===== src/sv/ptqs_pkg.sv =====
// ----------------------------------------------------------------------------
// ptqs_pkg: shared types for the priority transmit queue scheduler
// Command codes, queue classes, the classified command and the result record.
// ----------------------------------------------------------------------------
`default_nettype none

package ptqs_pkg;

	typedef enum logic [1:0] {
		OP_ENQUEUE = 2'd0,
		OP_KICK    = 2'd1,
		OP_CLEAR   = 2'd2,
		OP_NOP     = 2'd3
	} op_t;

	typedef enum logic [1:0] {
		CLS_RESPONSE = 2'd0,
		CLS_CONTROL  = 2'd1,
		CLS_STREAM   = 2'd2,
		CLS_INVALID  = 2'd3
	} cls_t;

	typedef struct packed {
		op_t         op;
		cls_t        cls;
		logic        too_long;
		logic [31:0] handle;
		logic [7:0]  length;
		logic        sink_ready;
	} cmd_t;

	typedef struct packed {
		logic clear;
		logic drop;
		logic push;
		logic pop;
	} ring_ctl_t;

	typedef struct packed {
		logic        status;
		logic        sent_valid;
		logic [1:0]  sent_class;
		logic [31:0] sent_handle;
		logic [7:0]  sent_length;
		logic        stream_dropped;
		logic [3:0]  response_fill;
		logic [3:0]  control_fill;
		logic [3:0]  stream_fill;
	} res_t;

endpackage

`default_nettype wire


===== src/sv/ptqs_front.sv =====
// ----------------------------------------------------------------------------
// ptqs_front: command intake
// Accepts a transaction, decodes it and checks the length limit.
// ----------------------------------------------------------------------------
`default_nettype none

module ptqs_front import ptqs_pkg::*; #(
	parameter int unsigned MAX_MESSAGE_BYTES = 64
) (
	input  wire logic        start,
	output logic             busy,
	input  wire logic [1:0]  opcode,
	input  wire logic [1:0]  msg_class,
	input  wire logic [31:0] message_handle,
	input  wire logic [7:0]  message_length,
	input  wire logic        sink_ready,
	input  wire logic        fifo_full,
	output logic             push,
	output cmd_t             cmd
);

	localparam logic [7:0] MAX_LEN = 8'(MAX_MESSAGE_BYTES);

	assign busy = fifo_full;
	assign push = start && !fifo_full;

	always_comb begin
		cmd.op         = op_t'(opcode);
		cmd.cls        = cls_t'(msg_class);
		cmd.too_long   = message_length > MAX_LEN;
		cmd.handle     = message_handle;
		cmd.length     = message_length;
		cmd.sink_ready = sink_ready;
	end

endmodule

`default_nettype wire


===== src/sv/ptqs_cmd_fifo.sv =====
// ----------------------------------------------------------------------------
// ptqs_cmd_fifo: command queue between intake and execution
// Two-entry queue of classified commands.
// ----------------------------------------------------------------------------
`default_nettype none

module ptqs_cmd_fifo import ptqs_pkg::*; (
	input  wire logic clk,
	input  wire logic arst_n,
	input  wire logic push,
	input  wire cmd_t wdata,
	input  wire logic pop,
	output logic      full,
	output logic      valid,
	output cmd_t      rdata
);

	localparam int unsigned DEPTH = 2;
	localparam int unsigned PTR_W = $clog2(DEPTH);
	localparam int unsigned CNT_W = $clog2(DEPTH + 1);

	cmd_t             entry_q [DEPTH];
	logic [PTR_W-1:0] wr_ptr_q;
	logic [PTR_W-1:0] rd_ptr_q;
	logic [CNT_W-1:0] count_q;
	logic             do_pop;

	assign full   = count_q == CNT_W'(DEPTH);
	assign valid  = count_q != '0;
	assign rdata  = entry_q[rd_ptr_q];
	assign do_pop = pop && valid;

	always_ff @(posedge clk or negedge arst_n) begin
		if (!arst_n) begin
			wr_ptr_q <= '0;
			rd_ptr_q <= '0;
			count_q  <= '0;
		end else begin
			if (push)
				wr_ptr_q <= wr_ptr_q + 1'b1;
			if (do_pop)
				rd_ptr_q <= rd_ptr_q + 1'b1;
			count_q <= count_q + CNT_W'(push) - CNT_W'(do_pop);
		end
	end

	always_ff @(posedge clk) begin
		if (push)
			entry_q[wr_ptr_q] <= wdata;
	end

endmodule

`default_nettype wire


===== src/sv/ptqs_ring.sv =====
// ----------------------------------------------------------------------------
// ptqs_ring: circular message queue
// Slot memory with read and write pointers and a fill count; drop, push and
// pop apply in that order within one transaction. Head data is registered.
// ----------------------------------------------------------------------------
`default_nettype none

module ptqs_ring import ptqs_pkg::*; #(
	parameter int unsigned DEPTH  = 8,
	parameter int unsigned DATA_W = 40
) (
	input  wire logic              clk,
	input  wire logic              arst_n,
	input  wire ring_ctl_t         ctl,
	input  wire logic [DATA_W-1:0] wdata,
	output logic [$clog2(DEPTH+1)-1:0] fill,
	output logic                   full,
	output logic                   empty,
	output logic [DATA_W-1:0]      rdata
);

	localparam int unsigned PTR_W  = (DEPTH > 1) ? $clog2(DEPTH) : 1;
	localparam int unsigned FILL_W = $clog2(DEPTH + 1);

	logic [DATA_W-1:0] slot_q [DEPTH];
	logic [PTR_W-1:0]  rd_ptr_q;
	logic [PTR_W-1:0]  wr_ptr_q;
	logic [FILL_W-1:0] fill_q;
	logic [PTR_W-1:0]  rd_mid;
	logic [FILL_W-1:0] fill_mid;
	logic [DATA_W-1:0] rdata_q;

	function automatic logic [PTR_W-1:0] advance(input logic [PTR_W-1:0] ptr);
		advance = (ptr == PTR_W'(DEPTH - 1)) ? '0 : ptr + 1'b1;
	endfunction

	assign fill  = fill_q;
	assign full  = fill_q == FILL_W'(DEPTH);
	assign empty = fill_q == '0;
	assign rdata = rdata_q;

	always_comb begin
		rd_mid   = ctl.drop ? advance(rd_ptr_q) : rd_ptr_q;
		fill_mid = fill_q - FILL_W'(ctl.drop);
	end

	always_ff @(posedge clk or negedge arst_n) begin
		if (!arst_n) begin
			rd_ptr_q <= '0;
			wr_ptr_q <= '0;
			fill_q   <= '0;
		end else if (ctl.clear) begin
			rd_ptr_q <= '0;
			wr_ptr_q <= '0;
			fill_q   <= '0;
		end else begin
			rd_ptr_q <= ctl.pop ? advance(rd_mid) : rd_mid;
			if (ctl.push)
				wr_ptr_q <= advance(wr_ptr_q);
			fill_q <= fill_mid + FILL_W'(ctl.push) - FILL_W'(ctl.pop);
		end
	end

	always_ff @(posedge clk) begin
		if (ctl.push)
			slot_q[wr_ptr_q] <= wdata;
		rdata_q <= slot_q[rd_mid];
	end

endmodule

`default_nettype wire


===== src/sv/ptqs_back.sv =====
// ----------------------------------------------------------------------------
// ptqs_back: command execution
// Applies drop, push and strict-priority pop to the three rings, then
// registers the result with the popped head.
// ----------------------------------------------------------------------------
`default_nettype none

module ptqs_back import ptqs_pkg::*; #(
	parameter int unsigned RESPONSE_DEPTH = 8,
	parameter int unsigned CONTROL_DEPTH  = 8,
	parameter int unsigned STREAM_DEPTH   = 8,
	parameter int unsigned HANDLE_BITS    = 32
) (
	input  wire logic clk,
	input  wire logic arst_n,
	input  wire logic cmd_valid,
	input  wire cmd_t cmd,
	output logic      done,
	output res_t      res
);

	localparam int unsigned DATA_W = HANDLE_BITS + 8;
	localparam int unsigned R_FW   = $clog2(RESPONSE_DEPTH + 1);
	localparam int unsigned C_FW   = $clog2(CONTROL_DEPTH + 1);
	localparam int unsigned S_FW   = $clog2(STREAM_DEPTH + 1);
	localparam logic        S_KEEP = STREAM_DEPTH > 1;

	ring_ctl_t         ctl_r, ctl_c, ctl_s;
	logic [R_FW-1:0]   fill_r;
	logic [C_FW-1:0]   fill_c;
	logic [S_FW-1:0]   fill_s;
	logic              full_r, full_c, full_s;
	logic              empty_r, empty_c, empty_s;
	logic [DATA_W-1:0] rdata_r, rdata_c, rdata_s;
	logic [DATA_W-1:0] wdata;

	logic is_enq, is_kick, is_clr, drop, push_ok, do_kick, send, bypass;
	logic ne_mid_s, ne_r, ne_c, ne_s, any_ne, was_empty;
	cls_t sel;

	logic              done_s2;
	logic              status_s2;
	logic              sent_s2;
	cls_t              sel_s2;
	logic              bypass_s2;
	logic [DATA_W-1:0] byp_data_s2;
	logic              dropped_s2;
	logic [DATA_W-1:0] head;

	assign wdata = {HANDLE_BITS'(cmd.handle), cmd.length};

	always_comb begin
		is_enq  = cmd_valid && cmd.op == OP_ENQUEUE;
		is_kick = cmd_valid && cmd.op == OP_KICK;
		is_clr  = cmd_valid && cmd.op == OP_CLEAR;
		drop    = is_enq && cmd.cls == CLS_STREAM && full_s;
		ne_mid_s = drop ? S_KEEP : !empty_s;
		push_ok = is_enq && !cmd.too_long && cmd.cls != CLS_INVALID
			&& !(cmd.cls == CLS_RESPONSE && full_r)
			&& !(cmd.cls == CLS_CONTROL && full_c);
		ne_r    = !empty_r || (push_ok && cmd.cls == CLS_RESPONSE);
		ne_c    = !empty_c || (push_ok && cmd.cls == CLS_CONTROL);
		ne_s    = ne_mid_s || (push_ok && cmd.cls == CLS_STREAM);
		do_kick = is_kick || push_ok;
		any_ne  = 1'b1;
		if (ne_r) begin
			sel       = CLS_RESPONSE;
			was_empty = empty_r;
		end else if (ne_c) begin
			sel       = CLS_CONTROL;
			was_empty = empty_c;
		end else if (ne_s) begin
			sel       = CLS_STREAM;
			was_empty = !ne_mid_s;
		end else begin
			sel       = CLS_INVALID;
			was_empty = 1'b0;
			any_ne    = 1'b0;
		end
		send   = do_kick && any_ne && cmd.sink_ready;
		bypass = push_ok && was_empty;
	end

	always_comb begin
		ctl_r.clear = is_clr;
		ctl_r.drop  = 1'b0;
		ctl_r.push  = push_ok && cmd.cls == CLS_RESPONSE;
		ctl_r.pop   = send && sel == CLS_RESPONSE;
		ctl_c.clear = is_clr;
		ctl_c.drop  = 1'b0;
		ctl_c.push  = push_ok && cmd.cls == CLS_CONTROL;
		ctl_c.pop   = send && sel == CLS_CONTROL;
		ctl_s.clear = is_clr;
		ctl_s.drop  = drop;
		ctl_s.push  = push_ok && cmd.cls == CLS_STREAM;
		ctl_s.pop   = send && sel == CLS_STREAM;
	end

	ptqs_ring #(.DEPTH(RESPONSE_DEPTH), .DATA_W(DATA_W)) u_ring_r (
		.clk(clk), .arst_n(arst_n), .ctl(ctl_r), .wdata(wdata),
		.fill(fill_r), .full(full_r), .empty(empty_r), .rdata(rdata_r)
	);

	ptqs_ring #(.DEPTH(CONTROL_DEPTH), .DATA_W(DATA_W)) u_ring_c (
		.clk(clk), .arst_n(arst_n), .ctl(ctl_c), .wdata(wdata),
		.fill(fill_c), .full(full_c), .empty(empty_c), .rdata(rdata_c)
	);

	ptqs_ring #(.DEPTH(STREAM_DEPTH), .DATA_W(DATA_W)) u_ring_s (
		.clk(clk), .arst_n(arst_n), .ctl(ctl_s), .wdata(wdata),
		.fill(fill_s), .full(full_s), .empty(empty_s), .rdata(rdata_s)
	);

	always_ff @(posedge clk or negedge arst_n) begin
		if (!arst_n)
			done_s2 <= 1'b0;
		else
			done_s2 <= cmd_valid;
	end

	always_ff @(posedge clk) begin
		status_s2   <= is_enq && !push_ok;
		sent_s2     <= send;
		sel_s2      <= sel;
		bypass_s2   <= bypass;
		byp_data_s2 <= wdata;
		dropped_s2  <= drop;
	end

	always_comb begin
		case (sel_s2)
			CLS_RESPONSE: head = rdata_r;
			CLS_CONTROL:  head = rdata_c;
			default:      head = rdata_s;
		endcase
		if (bypass_s2)
			head = byp_data_s2;
	end

	assign done = done_s2;

	always_comb begin
		res.status         = status_s2;
		res.sent_valid     = sent_s2;
		res.sent_class     = sent_s2 ? sel_s2 : '0;
		res.sent_handle    = sent_s2 ? 32'(head[DATA_W-1:8]) : '0;
		res.sent_length    = sent_s2 ? head[7:0] : '0;
		res.stream_dropped = dropped_s2;
		res.response_fill  = 4'(fill_r);
		res.control_fill   = 4'(fill_c);
		res.stream_fill    = 4'(fill_s);
	end

endmodule

`default_nettype wire


===== src/sv/priority_tx_queue_scheduler.sv =====
// ----------------------------------------------------------------------------
// priority_tx_queue_scheduler: strict-priority three-queue transmit scheduler
// Response, control and stream queues served response first.
// ----------------------------------------------------------------------------
// One transaction is taken per clock cycle and its result appears on the
// outputs, marked by done, for exactly one cycle once it has passed the
// command queue and the result registers; results come out in order. The
// rate is set by the execution stage, which retires one command per cycle
// from the two-entry command queue; since results leave without back-pressure
// that queue never holds more than one command, so busy stays low.
`default_nettype none

module priority_tx_queue_scheduler import ptqs_pkg::*; #(
	parameter int unsigned RESPONSE_DEPTH    = 8,
	parameter int unsigned CONTROL_DEPTH     = 8,
	parameter int unsigned STREAM_DEPTH      = 8,
	parameter int unsigned MAX_MESSAGE_BYTES = 64,
	parameter int unsigned HANDLE_BITS       = 32
) (
	input  wire logic        clk,
	input  wire logic        arst_n,
	input  wire logic        start,
	output logic             busy,
	input  wire logic [1:0]  opcode,
	input  wire logic [1:0]  msg_class,
	input  wire logic [31:0] message_handle,
	input  wire logic [7:0]  message_length,
	input  wire logic        sink_ready,
	output logic             done,
	output logic             status,
	output logic             sent_valid,
	output logic [1:0]       sent_class,
	output logic [31:0]      sent_handle,
	output logic [7:0]       sent_length,
	output logic             stream_dropped,
	output logic [3:0]       response_fill,
	output logic [3:0]       control_fill,
	output logic [3:0]       stream_fill
);

	logic fifo_full;
	logic fifo_push;
	logic fifo_valid;
	cmd_t front_cmd;
	cmd_t back_cmd;
	res_t res;

	ptqs_front #(.MAX_MESSAGE_BYTES(MAX_MESSAGE_BYTES)) u_front (
		.start(start),
		.busy(busy),
		.opcode(opcode),
		.msg_class(msg_class),
		.message_handle(message_handle),
		.message_length(message_length),
		.sink_ready(sink_ready),
		.fifo_full(fifo_full),
		.push(fifo_push),
		.cmd(front_cmd)
	);

	ptqs_cmd_fifo u_fifo (
		.clk(clk),
		.arst_n(arst_n),
		.push(fifo_push),
		.wdata(front_cmd),
		.pop(fifo_valid),
		.full(fifo_full),
		.valid(fifo_valid),
		.rdata(back_cmd)
	);

	ptqs_back #(
		.RESPONSE_DEPTH(RESPONSE_DEPTH),
		.CONTROL_DEPTH(CONTROL_DEPTH),
		.STREAM_DEPTH(STREAM_DEPTH),
		.HANDLE_BITS(HANDLE_BITS)
	) u_back (
		.clk(clk),
		.arst_n(arst_n),
		.cmd_valid(fifo_valid),
		.cmd(back_cmd),
		.done(done),
		.res(res)
	);

	assign status         = res.status;
	assign sent_valid     = res.sent_valid;
	assign sent_class     = res.sent_class;
	assign sent_handle    = res.sent_handle;
	assign sent_length    = res.sent_length;
	assign stream_dropped = res.stream_dropped;
	assign response_fill  = res.response_fill;
	assign control_fill   = res.control_fill;
	assign stream_fill    = res.stream_fill;

endmodule

`default_nettype wire


===== config.mk =====
export PLATFORM = sky130hd
export DESIGN_NAME = priority_tx_queue_scheduler
export DESIGN_NICKNAME = d
export VERILOG_FILES = /design/src/sv/ptqs_pkg.sv /design/src/sv/ptqs_front.sv /design/src/sv/ptqs_cmd_fifo.sv /design/src/sv/ptqs_ring.sv /design/src/sv/ptqs_back.sv /design/src/sv/priority_tx_queue_scheduler.sv
export SDC_FILE = /design/constraint.sdc
export NUM_CORES = 1
export LEC_CHECK = 0
export BUFFER_PORTS_ARGS = -buffer_cell sky130_fd_sc_hd__buf_2
export CAP_MARGIN = 20
export CORE_MARGIN = 4
export CORE_UTILIZATION = 50
export CTS_CLUSTER_DIAMETER = 30
export DETAILED_ROUTE_END_ITERATION = 10
export PLACE_DENSITY = 0.68
export SETUP_SLACK_MARGIN = 0.2
export SLEW_MARGIN = 5
export SYNTH_ARGS = -nofsm -noshare
export SYNTH_HDL_FRONTEND = slang
export SYNTH_SLANG_ARGS = --single-unit

===== constraint.sdc =====
create_clock -name clk -period 8.1 [get_ports clk]
set_input_delay 0.405 -clock clk [delete_from_list [all_inputs] [get_ports clk]]
set_output_delay 0.405 -clock clk [all_outputs]
set_load 0.05 [all_outputs]

# Yosys cells after proc, flatten, opt, wreduce, memory -nomap -nowiden
# Memories as Yosys holds them, arrays and structs flattened. A register that Yosys moved wholly into a read port is not among the register bits.
# Cells that the tools add are included.
[op_classes]
order_cmp = 1
addsub = 18
div = 0
muxes = 46
mul = 0
shifts = 0
bitwise_logic = 0
reduce_logical = 48
eq_ne = 19
[op_table]
columns = ["operator", "n"]
rows = [
  ["$pmux W40 S2", 1],
  ["$mux W3", 20],
  ["$mux W40", 1],
  ["$mux W32", 1],
  ["$logic_and A1 B1 Y1", 22],
  ["$add A3 B1 Y3 const B", 7],
  ["$eq A3 B3 Y1 const B", 7],
  ["$mux W1", 16],
  ["$sub A4 B1 Y4", 4],
  ["$add A4 B1 Y4", 3],
  ["$eq A4 B4 Y1 const B", 3],
  ["$logic_not A4 Y1", 3],
  ["$mux W4", 3],
  ["$reduce_bool A2 Y1", 6],
  ["$logic_not A1 Y1", 9],
  ["$eq A2 B1 Y1 const B", 4],
  ["$eq A2 B2 Y1 const B", 4],
  ["$gt A8 B7 Y1 const B", 1],
  ["$logic_not A2 Y1", 4],
  ["$mux W8", 1],
  ["$mux W2", 3],
  ["$logic_or A1 B1 Y1", 4],
  ["$add A1 B1 Y1 const B", 2],
  ["$add A2 B1 Y2", 1],
  ["other kinds (2)", 2],
]
[totals]
n_memories = 4
inputBits = 48
ramBits = 1052
latch_bits = 0
ff_bits = 81
mem_bits_ro = 0
[mem_list]
columns = ["memory", "depth", "word_bits", "rd", "rd_ports_with_merged_regs", "wr", "line", "text"]
rows = [
  ["u_back.u_ring_c.slot_q", 8, 40, 1, 1, 1, "ptqs_ring.sv:25", "logic [DATA_W-1:0] slot_q [DEPTH];"],
  ["u_back.u_ring_r.slot_q", 8, 40, 1, 1, 1, "ptqs_ring.sv:25", ""],
  ["u_back.u_ring_s.slot_q", 8, 40, 1, 1, 1, "ptqs_ring.sv:25", ""],
  ["u_fifo.entry_q", 2, 46, 1, 0, 1, "ptqs_cmd_fifo.sv:22", "cmd_t entry_q [DEPTH];"],
]

# Logic depth before layout (Yosys ltp)
# Gate-level depths: netlist (run 1).
# An unclocked memory read counts as a cell.
[logic_depth]
depth_word = 17
ltp_mapped = 16
mapped_depth_nobuf = 16

# Modules after synthesis
# From an unflattened synthesis (run 1), not the netlist that was laid out.
[unflattened]
hier_cells = 3920
hier_area_um2 = 54482.3
[by_module_without_submodules]
columns = ["module", "area_each_um2", "instances", "seq_area_each_um2", "cells_each"]
rows = [
  ["ptqs_ring at u_back.u_ring_c", 16407.0, 1, 10660.2, 1230],
  ["ptqs_ring at u_back.u_ring_s", 16007.9, 1, 10660.2, 1095],
  ["ptqs_ring at u_back.u_ring_r", 15282.2, 1, 10660.2, 1068],
  ["ptqs_cmd_fifo", 3643.5, 1, 2862.7, 160],
  ["ptqs_back", 2763.9, 1, 945.9, 316],
  ["ptqs_front", 377.9, 1, 0.0, 51],
]

# Worst setup path after synthesis (run 1)
# Ideal clock, no wire load.
[synth_path]
path_type = "reg2reg"
from = "register u_back.u_ring_c.fill_q[2] (netlist: u_back.u_ring_c.fill[2])"
to = "memory u_back.u_ring_c.slot_q[0][0], enable pin"
required_ns = 7.563
setup_time_ns = 0.537
stages_incl_launch_ff = 8
t_arrival_ns = 5.564
n_path_buf = 1
synth_period_minus_slack_ns = 6.101
setup_slack_ns = 1.999
path_cell_list = "dfrtp_1 > inv_1 > ha_1 > a211o_1 > nor2_1 > inv_1 > clkbuf_1 > nor4_1"
[synth_between]
elab_chain_len = 7
[synth_lines]
columns = ["item", "line", "text"]
rows = [
  ["from (decl)", "ptqs_ring.sv:28", "logic [FILL_W-1:0] fill_q;"],
  ["from (signal assigned)", "ptqs_ring.sv:60", "fill_q <= fill_mid + FILL_W'(ctl.push) - FILL_W'(ctl.pop);"],
  ["$eq A4 B4 Y1", "ptqs_ring.sv:38", "assign full = fill_q == FILL_W'(DEPTH);"],
  ["$logic_and A1 B1 Y1", "ptqs_back.sv:60", "&& !(cmd.cls == CLS_CONTROL && full_c);"],
  ["$logic_not A1 Y1", "ptqs_back.sv:60", ""],
  ["$logic_and A1 B1 Y1", "ptqs_back.sv:60", ""],
  ["$logic_and A1 B1 Y1", "ptqs_back.sv:91", "ctl_c.push = push_ok && cmd.cls == CLS_CONTROL;"],
  ["$mux W1", "ptqs_ring.sv:65", "if (ctl.push)"],
  ["$mux W1 (not written as such)", "ptqs_ring.sv:66", "slot_q[wr_ptr_q] <= wdata;"],
  ["to (decl)", "ptqs_ring.sv:25", ""],
]
# No other way between the ends.

# Final worst setup path (run 1)
[layout_path]
from = "register u_fifo.rd_ptr_q"
to = "register u_back.u_ring_s.rd_ptr_q[2]"
[layout_between]
elab_chain_len = 17
word_cells_on_any_way = 46
[layout_lines]
columns = ["item", "line", "text"]
rows = [
  ["from (decl)", "ptqs_cmd_fifo.sv:24", "logic [PTR_W-1:0] rd_ptr_q;"],
  ["from (signal assigned)", "ptqs_cmd_fifo.sv:42", "rd_ptr_q <= rd_ptr_q + 1'b1;"],
  ["$mem_v2 Z2 W46 *", "--", ""],
  ["$logic_not A2 Y1", "ptqs_back.sv:53", "is_enq = cmd_valid && cmd.op == OP_ENQUEUE;"],
  ["$logic_and A1 B1 Y1", "ptqs_back.sv:53", ""],
  ["$logic_and A1 B1 Y1 (2 in a row)", "ptqs_back.sv:58", "push_ok = is_enq && !cmd.too_long && cmd.cls != CLS_INVALID"],
  ["$logic_and A1 B1 Y1", "ptqs_back.sv:59", "&& !(cmd.cls == CLS_RESPONSE && full_r)"],
  ["$logic_and A1 B1 Y1", "ptqs_back.sv:60", ""],
  ["$logic_and A1 B1 Y1", "ptqs_back.sv:63", "ne_s = ne_mid_s || (push_ok && cmd.cls == CLS_STREAM);"],
  ["$logic_or A1 B1 Y1", "ptqs_back.sv:63", ""],
  ["$mux W1", "ptqs_back.sv:72", "end else if (ne_s) begin"],
  ["$mux W1", "ptqs_back.sv:69", "end else if (ne_c) begin"],
  ["$mux W1", "ptqs_back.sv:66", "if (ne_r) begin"],
  ["$logic_and A1 B1 Y1 (2 in a row)", "ptqs_back.sv:80", "send = do_kick && any_ne && cmd.sink_ready;"],
  ["$logic_and A1 B1 Y1", "ptqs_back.sv:96", "ctl_s.pop = send && sel == CLS_STREAM;"],
  ["$mux W3", "ptqs_ring.sv:57", "rd_ptr_q <= ctl.pop ? advance(rd_mid) : rd_mid;"],
  ["$mux W3 *", "ptqs_ring.sv:52", "end else if (ctl.clear) begin"],
  ["to (signal assigned)", "ptqs_ring.sv:57", ""],
  ["to (decl)", "ptqs_ring.sv:26", "logic [PTR_W-1:0] rd_ptr_q;"],
]
# Mark *: on every way between the ends. The rest lies on a longest branch, timed or not.
# A chain may end at the register's enable or synchronous reset.

==> impl_metrics.ini, run 1 <==
[clock_tree]
ctsResizeCount = 0
clk_pin_slew_ns = 0.05
cts_inserted_buffers = 210
cts_tree = yes
clockRootBuffer = clkbuf_16
clock_path_buffers = 3
clk_latency_ns = 0.76
cts.htree.levels = 4
clock_sinks = 1253

[sta]
rsz0062_at_grt = false
fin_setup_tns_ns = 0
finalHoldViolations = 0
relSlewSlack_pct = 29.1
fin_crit_ns = 4.87
worst_pin_slew_ns = 1.06
setup_viol = 0
final.setup_skew_ns = 0.0234
slew_viol_final = 0
max_freq_ghz = 0.205
period_share_pct = 60.1

[die]
die_w_um = 316
ioPinCount = 107
die_h_um = 316
core-area_sq_um = 93900
die-area_sq_um = 100000
start_util_pct = 50.7
core.rowCount = 112

[setup_path]
crit_arrival_ns = 5.49
r2r_end = u_back.u_ring_s.rd_ptr_q[2]
critPathRequiredTime_ns = 8.72
crit_slowest_cell = buf_4
cpMostUsedCell = buf_4
crit_type = reg -> reg
path_cells = buf_4 -> mux2i_4 -> and3_2 -> buf_4 -> nand2_2 -> nand2_4 -> buf_4 -> ha_1 -> ha_1 -> nand2_1 -> o21ai_0
end_kind = flop
reg2reg_slack_ns = 3.23
rr_startpoint = u_fifo.rd_ptr_q
critPathMaxFanout = 47
setup.worst_path.start_class = flop
r2r_cells = 11
cpPeakStageDelay_ns = 0.77

[logic_synthesis]
yosysUniqueCellTypes = 62
ys_seq_elements = 1253
synth_top_family_by_area = multiplexers
synthCells = 2595
yosys.area_share.simple_pct = 3.63
synth_nets = 2678
synthAdderAreaFrac_pct = 0.983
synth.area.mux_share_pct = 13.1
ys.warnings.count = 0
synth-compound-area-share_pct = 5.33
syn_area_sq_um = 47600
synth_edf_count = 1052
synth_async_sr_flop_share_pct = 2.79
synth.avg_cell_area_sq_um = 18.3
synth_ff_type = edfxtp_1
synth_xor_area_share_pct = 0.129
yosysSeqAreaShare_pct = 75.2

[layout]
multi_input_area_sq_um = 11200
diodes = 0
seq_area_sq_um = 35800
fin_nets = 2934
fin_util_pct = 61.3
final_common_cell = edfxtp_1
area_growth_pct = 20.9
drive_gt1_share_pct = 28.6
final_cell_mix = 1052 x edfxtp_1, 212 x clkbuf_16, 162 x dfxtp_1
fill_cells = 6622

[pwr]
vdd_drop_max_v = 0.000214
p_leak_nw = 19.2
power_density_nw_per_um2 = 366

[run_status]
status = finished clean

[global_route]
grt_pass1_wl_mm = 161
antenna_found_initial = 1
grt_pass1_vias = 26568
gr-total-overflow = 0
grt_usage_pct = 21.4
grt_max_degree = 86

[routing]
routedWlPerCell_um = 24.5
dr.pass1.iters = 5
drt_iter0_drc = 2168
dr_total_vias = 25012
drc = 0
avgViaCountPerCell = 5.83
wl_mm = 105
ant_nets = 0

[worst_hold_path]
min_path_type = in -> async

[placed_design]
portBuffers = 106
place_hpwl_mm = 57.7
routabilityCongestion = 0.825

[run]
maxCapViolations = 0
==> cells in the mapped netlist (5+ instances only) <==
library cell  instances  area [sq um]
a21oi_1              48           240
nor4_1                7          43.8
nor2_1               66           248
and2_1               51           319
mux4_2              160          3600
nand2b_1              9          56.3
and3_1               47           294
o21ai_0              91           455
dfrtp_1              35           876
nor3_1               15          75.1
dfxtp_1             166          3320
o211ai_1             81           608
a21boi_0             40           300
mux2i_1             119          1190
clkbuf_1            117           439
ha_1                 31           388
inv_1                23          86.3
mux2_2              121          1360
a21o_1                5          37.5
buf_2                21           105
nand3_1              49           245
o32ai_1              39           342
edfxtp_1           1052         31600
buf_1                25          93.8
xnor2_1               6          52.6
a221oi_1             39           342
nand2_1              72           270
==> routing by layer <==
metal	track usage [%]	wire (um)	share of wire (%)
met4	7.24	2420	2.3
met2	36.3	53600	51
met1	28.3	43700	41
met3	3.85	5640	5.4
met5	0	0	0
==> through the flow <==
step / cells / hold slack, ns / total power, mW / area [sq um] / setup WS (ns)
floorplan: 2595 / 0.109 / 11.0 / 47600 / 2.00
global placement: 3846 / 0.478 / 12.0 / 49700 / 3.35
detailed placement: 3846 / 0.488 / 12.2 / 49700 / 3.21
CTS: 4291 / 0.281 / 21.3 / 57500 / 3.20
global route: 4291 / 0.345 / 21.9 / 57500 / 2.97
finish: 4291 / 0.365 / 21.1 / 57500 / 3.23
==> what timing repair did <==
item                                   CTS  global route
buffers inserted                         0             0
endpoints found under the hold margin  129             0
hold buffers                            47             0
==> area by class of cell <==
cell class	count	area share (%)
Sequential cell	1253	62.2
Multi-Input combinational cell	1153	19.5
Clock buffer	249	9.65
Clock inverter	149	3.23
Tap cell	1254	2.73
Timing Repair Buffer	210	2.48
Inverter	23	0.150
==> power breakdown <==
group          total (mW)  switching (mW)  internal (mW)
Clock                9.06            3.12           5.94
Sequential           8.52           0.429           8.09
Combinational        3.50            2.19           1.31
==> state kept, by name, summed over array words and instances, names as in the netlist, 40 cells and up <==
signal / count
u_back.byp_data_s2: 40
u_back.u_ring_c.rdata: 40
u_back.u_ring_s.rdata: 40
u_back.u_ring_r.rdata: 40
u_back.u_ring_c.slot_q: 320
u_fifo.entry_q: 92
u_back.u_ring_s.slot_q: 320
u_back.u_ring_r.slot_q: 320
==> worst max-delay path by stage <==
| stage | startpoint | to | slack (ns) | cells past startpoint |
|---|---|---|---|---|
| after global routing | u_fifo.rd_ptr_q | u_back.u_ring_s.rd_ptr_q[2] | 2.97 | 11 |
| after detailed placement | u_fifo.rd_ptr_q | u_back.u_ring_s.rd_ptr_q[2] | 3.21 | 11 |
| after floorplan | u_back.u_ring_c.fill[2] | u_back.u_ring_c.slot_q[0][0] | 2.00 | 7 |
| final | u_fifo.rd_ptr_q | u_back.u_ring_s.rd_ptr_q[2] | 3.23 | 11 |
| after global placement | u_fifo.rd_ptr_q | u_back.u_ring_s.rd_ptr_q[2] | 3.35 | 11 |
| after CTS | u_fifo.rd_ptr_q | u_back.u_ring_s.rd_ptr_q[2] | 3.20 | 11 |
==> cell families after synthesis <==
| kind of cell | Yosys count |
|---|---|
| adders and majority gates | 35 |
| AOI/OAI and AO/OA | 370 |
| buffers and inverters | 189 |
| and+or+nand+nor | 337 |
| xor gates and xnor gates | 7 |
| muxes | 404 |
| DFF | 1253 |
==> worst max-delay path: cells and delay by family (launching register included) <==
family          cells  cell delay [ns]
flops               1             0.76
fa+ha+maj           2             0.51
mux                 1             0.43
simple gates        4             1.02
compound gates      1             0.09
buf+inv             3             1.84
No activity file was read; power rests on OpenSTA's default activity.
==> run 2, diff against run 1 <==
PLACE_DENSITY = 0.71   (was 0.68)
clock period = 4.1 ns   (was 8.1 ns; I/O delays follow)
==> run 2 against run 1 <==
  * Worst setup slack got worse by 2.8 ns
  * Sequential power rose by 97%
  * Cell count rose by 0.40%
  * Combinational power rose by 100%
  * Critical path depth rose by 1
  * Sequential share of layout area fell by 0.27 points
  * Highest routed layer unchanged
==> impl_metrics.ini, run 2 (synthesis gave the netlist of run 1 again) <==
[global_route]
grt_pass1_wl_mm = 167
gr-total-overflow = 0
grt_max_degree = 83
grt_usage_pct = 22.5
antenna_found_initial = 0
grt_pass1_vias = 27110

[routing]
avgViaCountPerCell = 5.92
dr.pass1.iters = 5
drc = 0
wl_mm = 111
routedWlPerCell_um = 25.7
drt_iter0_drc = 2383
ant_nets = 0
dr_total_vias = 25521

[sta]
relSlewSlack_pct = 28.2
worst_hold_slack_ns = 0.0816
fin_crit_ns = 3.67
worst_pin_slew_ns = 1.08
max_freq_ghz = 0.273
setup_viol = 0
rsz0062_at_grt = false
finalHoldViolations = 0
slew_viol_final = 0
final.setup_skew_ns = 0.0551
fin_setup_tns_ns = 0
period_share_pct = 89.5

[setup_path]
crit_slowest_cell = dfrtp_2
crit_arrival_ns = 4.37
critPathBufInv = 2
path_cells = buf_6 -> mux2i_4 -> nand4_2 -> a211oi_1 -> nor2_1 -> nand3_1 -> fa_1 -> ha_1 -> ha_1 -> inv_1 -> fa_1 -> nor2_1
critPathRequiredTime_ns = 4.80
setup.worst_path.start_class = flop
end_kind = flop
cpPeakStageDelay_ns = 0.53
crit_type = reg -> reg
path_delay_family = adder cells
critPathMaxFanout = 23

[clock_tree]
cts.htree.levels = 4
clock_sinks = 1253
cts_tree = yes
clk_latency_ns = 0.79
clk_pin_slew_ns = 0.05
clockRootBuffer = clkbuf_16
clock_path_buffers = 3
cts_inserted_buffers = 212

[worst_hold_path]
min_path_type = in -> async

[die]
die_h_um = 316
core.rowCount = 112
ioPinCount = 107
start_util_pct = 50.7
die_w_um = 316
core-area_sq_um = 93900
die-area_sq_um = 100000

[placed_design]
portBuffers = 106
routabilityCongestion = 0.812
place_hpwl_mm = 58.3

[run_status]
status = finished clean

[layout]
final_cell_mix = 1052 x edfxtp_1, 214 x clkbuf_16, 162 x dfxtp_1
fill_cells = 6466
area_growth_pct = 21.5
diodes = 0
multi_input_area_sq_um = 11300
fin_util_pct = 61.6
final_common_cell = edfxtp_1
drive_gt1_share_pct = 28.6
seq_area_sq_um = 35800
largestRegisters = u_back.u_ring_c.slot_q (320), u_back.u_ring_r.slot_q (320), u_back.u_ring_s.slot_q (320)
fin_nets = 2947

[pwr]
p_leak_nw = 19.3
vdd_drop_max_v = 0.000479
power_density_nw_per_um2 = 717

[run]
maxCapViolations = 0
==> run 2: metal layers <==
layer	global-route usage [%]	wire length (um)	vias to the layer above
met5	0	0	-
met4	8.30	3120	0
met3	4.46	7140	200
met2	37.6	55500	1033
met1	29.5	44800	13264
li1	-	-	11024
==> run 2: stage by stage <==
stage	instance area, sq um	worst slack, ns	std cells	power [mW]
final	57800	0.431	4308	41.4
after detailed placement	50000	0.324	3856	24.1
after floorplan	47600	-0.946	2595	21.7
after CTS	57800	0.276	4307	41.7
after global placement	50000	0.403	3856	23.8
after global routing	57800	0.211	4308	43.1
==> run 2: path summary, 6_finish.rpt <==
check | from | end | slack, ns | cells after the start
min | arst_n | u_back.u_ring_r.wr_ptr_q[2] | 0.08 | 2
min reg2reg | u_fifo.count_q[0] | u_fifo.count_q[1] | 0.50 | 1
max reg2reg | u_fifo.rd_ptr_q | u_back.u_ring_s.fill[2] | 0.43 | 12
max | u_fifo.rd_ptr_q | u_back.u_ring_s.fill[2] | 0.43 | 12
max in group asynchronous | arst_n | u_back.u_ring_c.rd_ptr_q[0] | 3.37 | 2
min in group clk | message_handle[20] | u_fifo.entry_q[1][29] | 0.14 | 2
==> run 2: power breakdown <==
| part | internal [mW] | switching (mW) |
|---|---|---|
| combinational | 2.66 | 4.44 |
| clock | 11.1 | 6.42 |
| sequential | 16.0 | 0.845 |
| total | 29.7 | 11.7 |
==> run 2: layout make-up <==
class	instances	area share, %
timing repair buffer	221	2.97
inverter	23	0.149
sequential	1253	62.0
clock inverter	146	2.84
tap	1254	2.71
clock buffer	258	9.79
multi-input combinational	1153	19.6
==> run 2: what timing repair did <==
action,4_1_cts,5_1_grt
buffers inserted,0,0
hold buffers,47,0
endpoints found under the hold margin,129,0
endpoints found under the setup margin,0,45
resized for setup,0,7
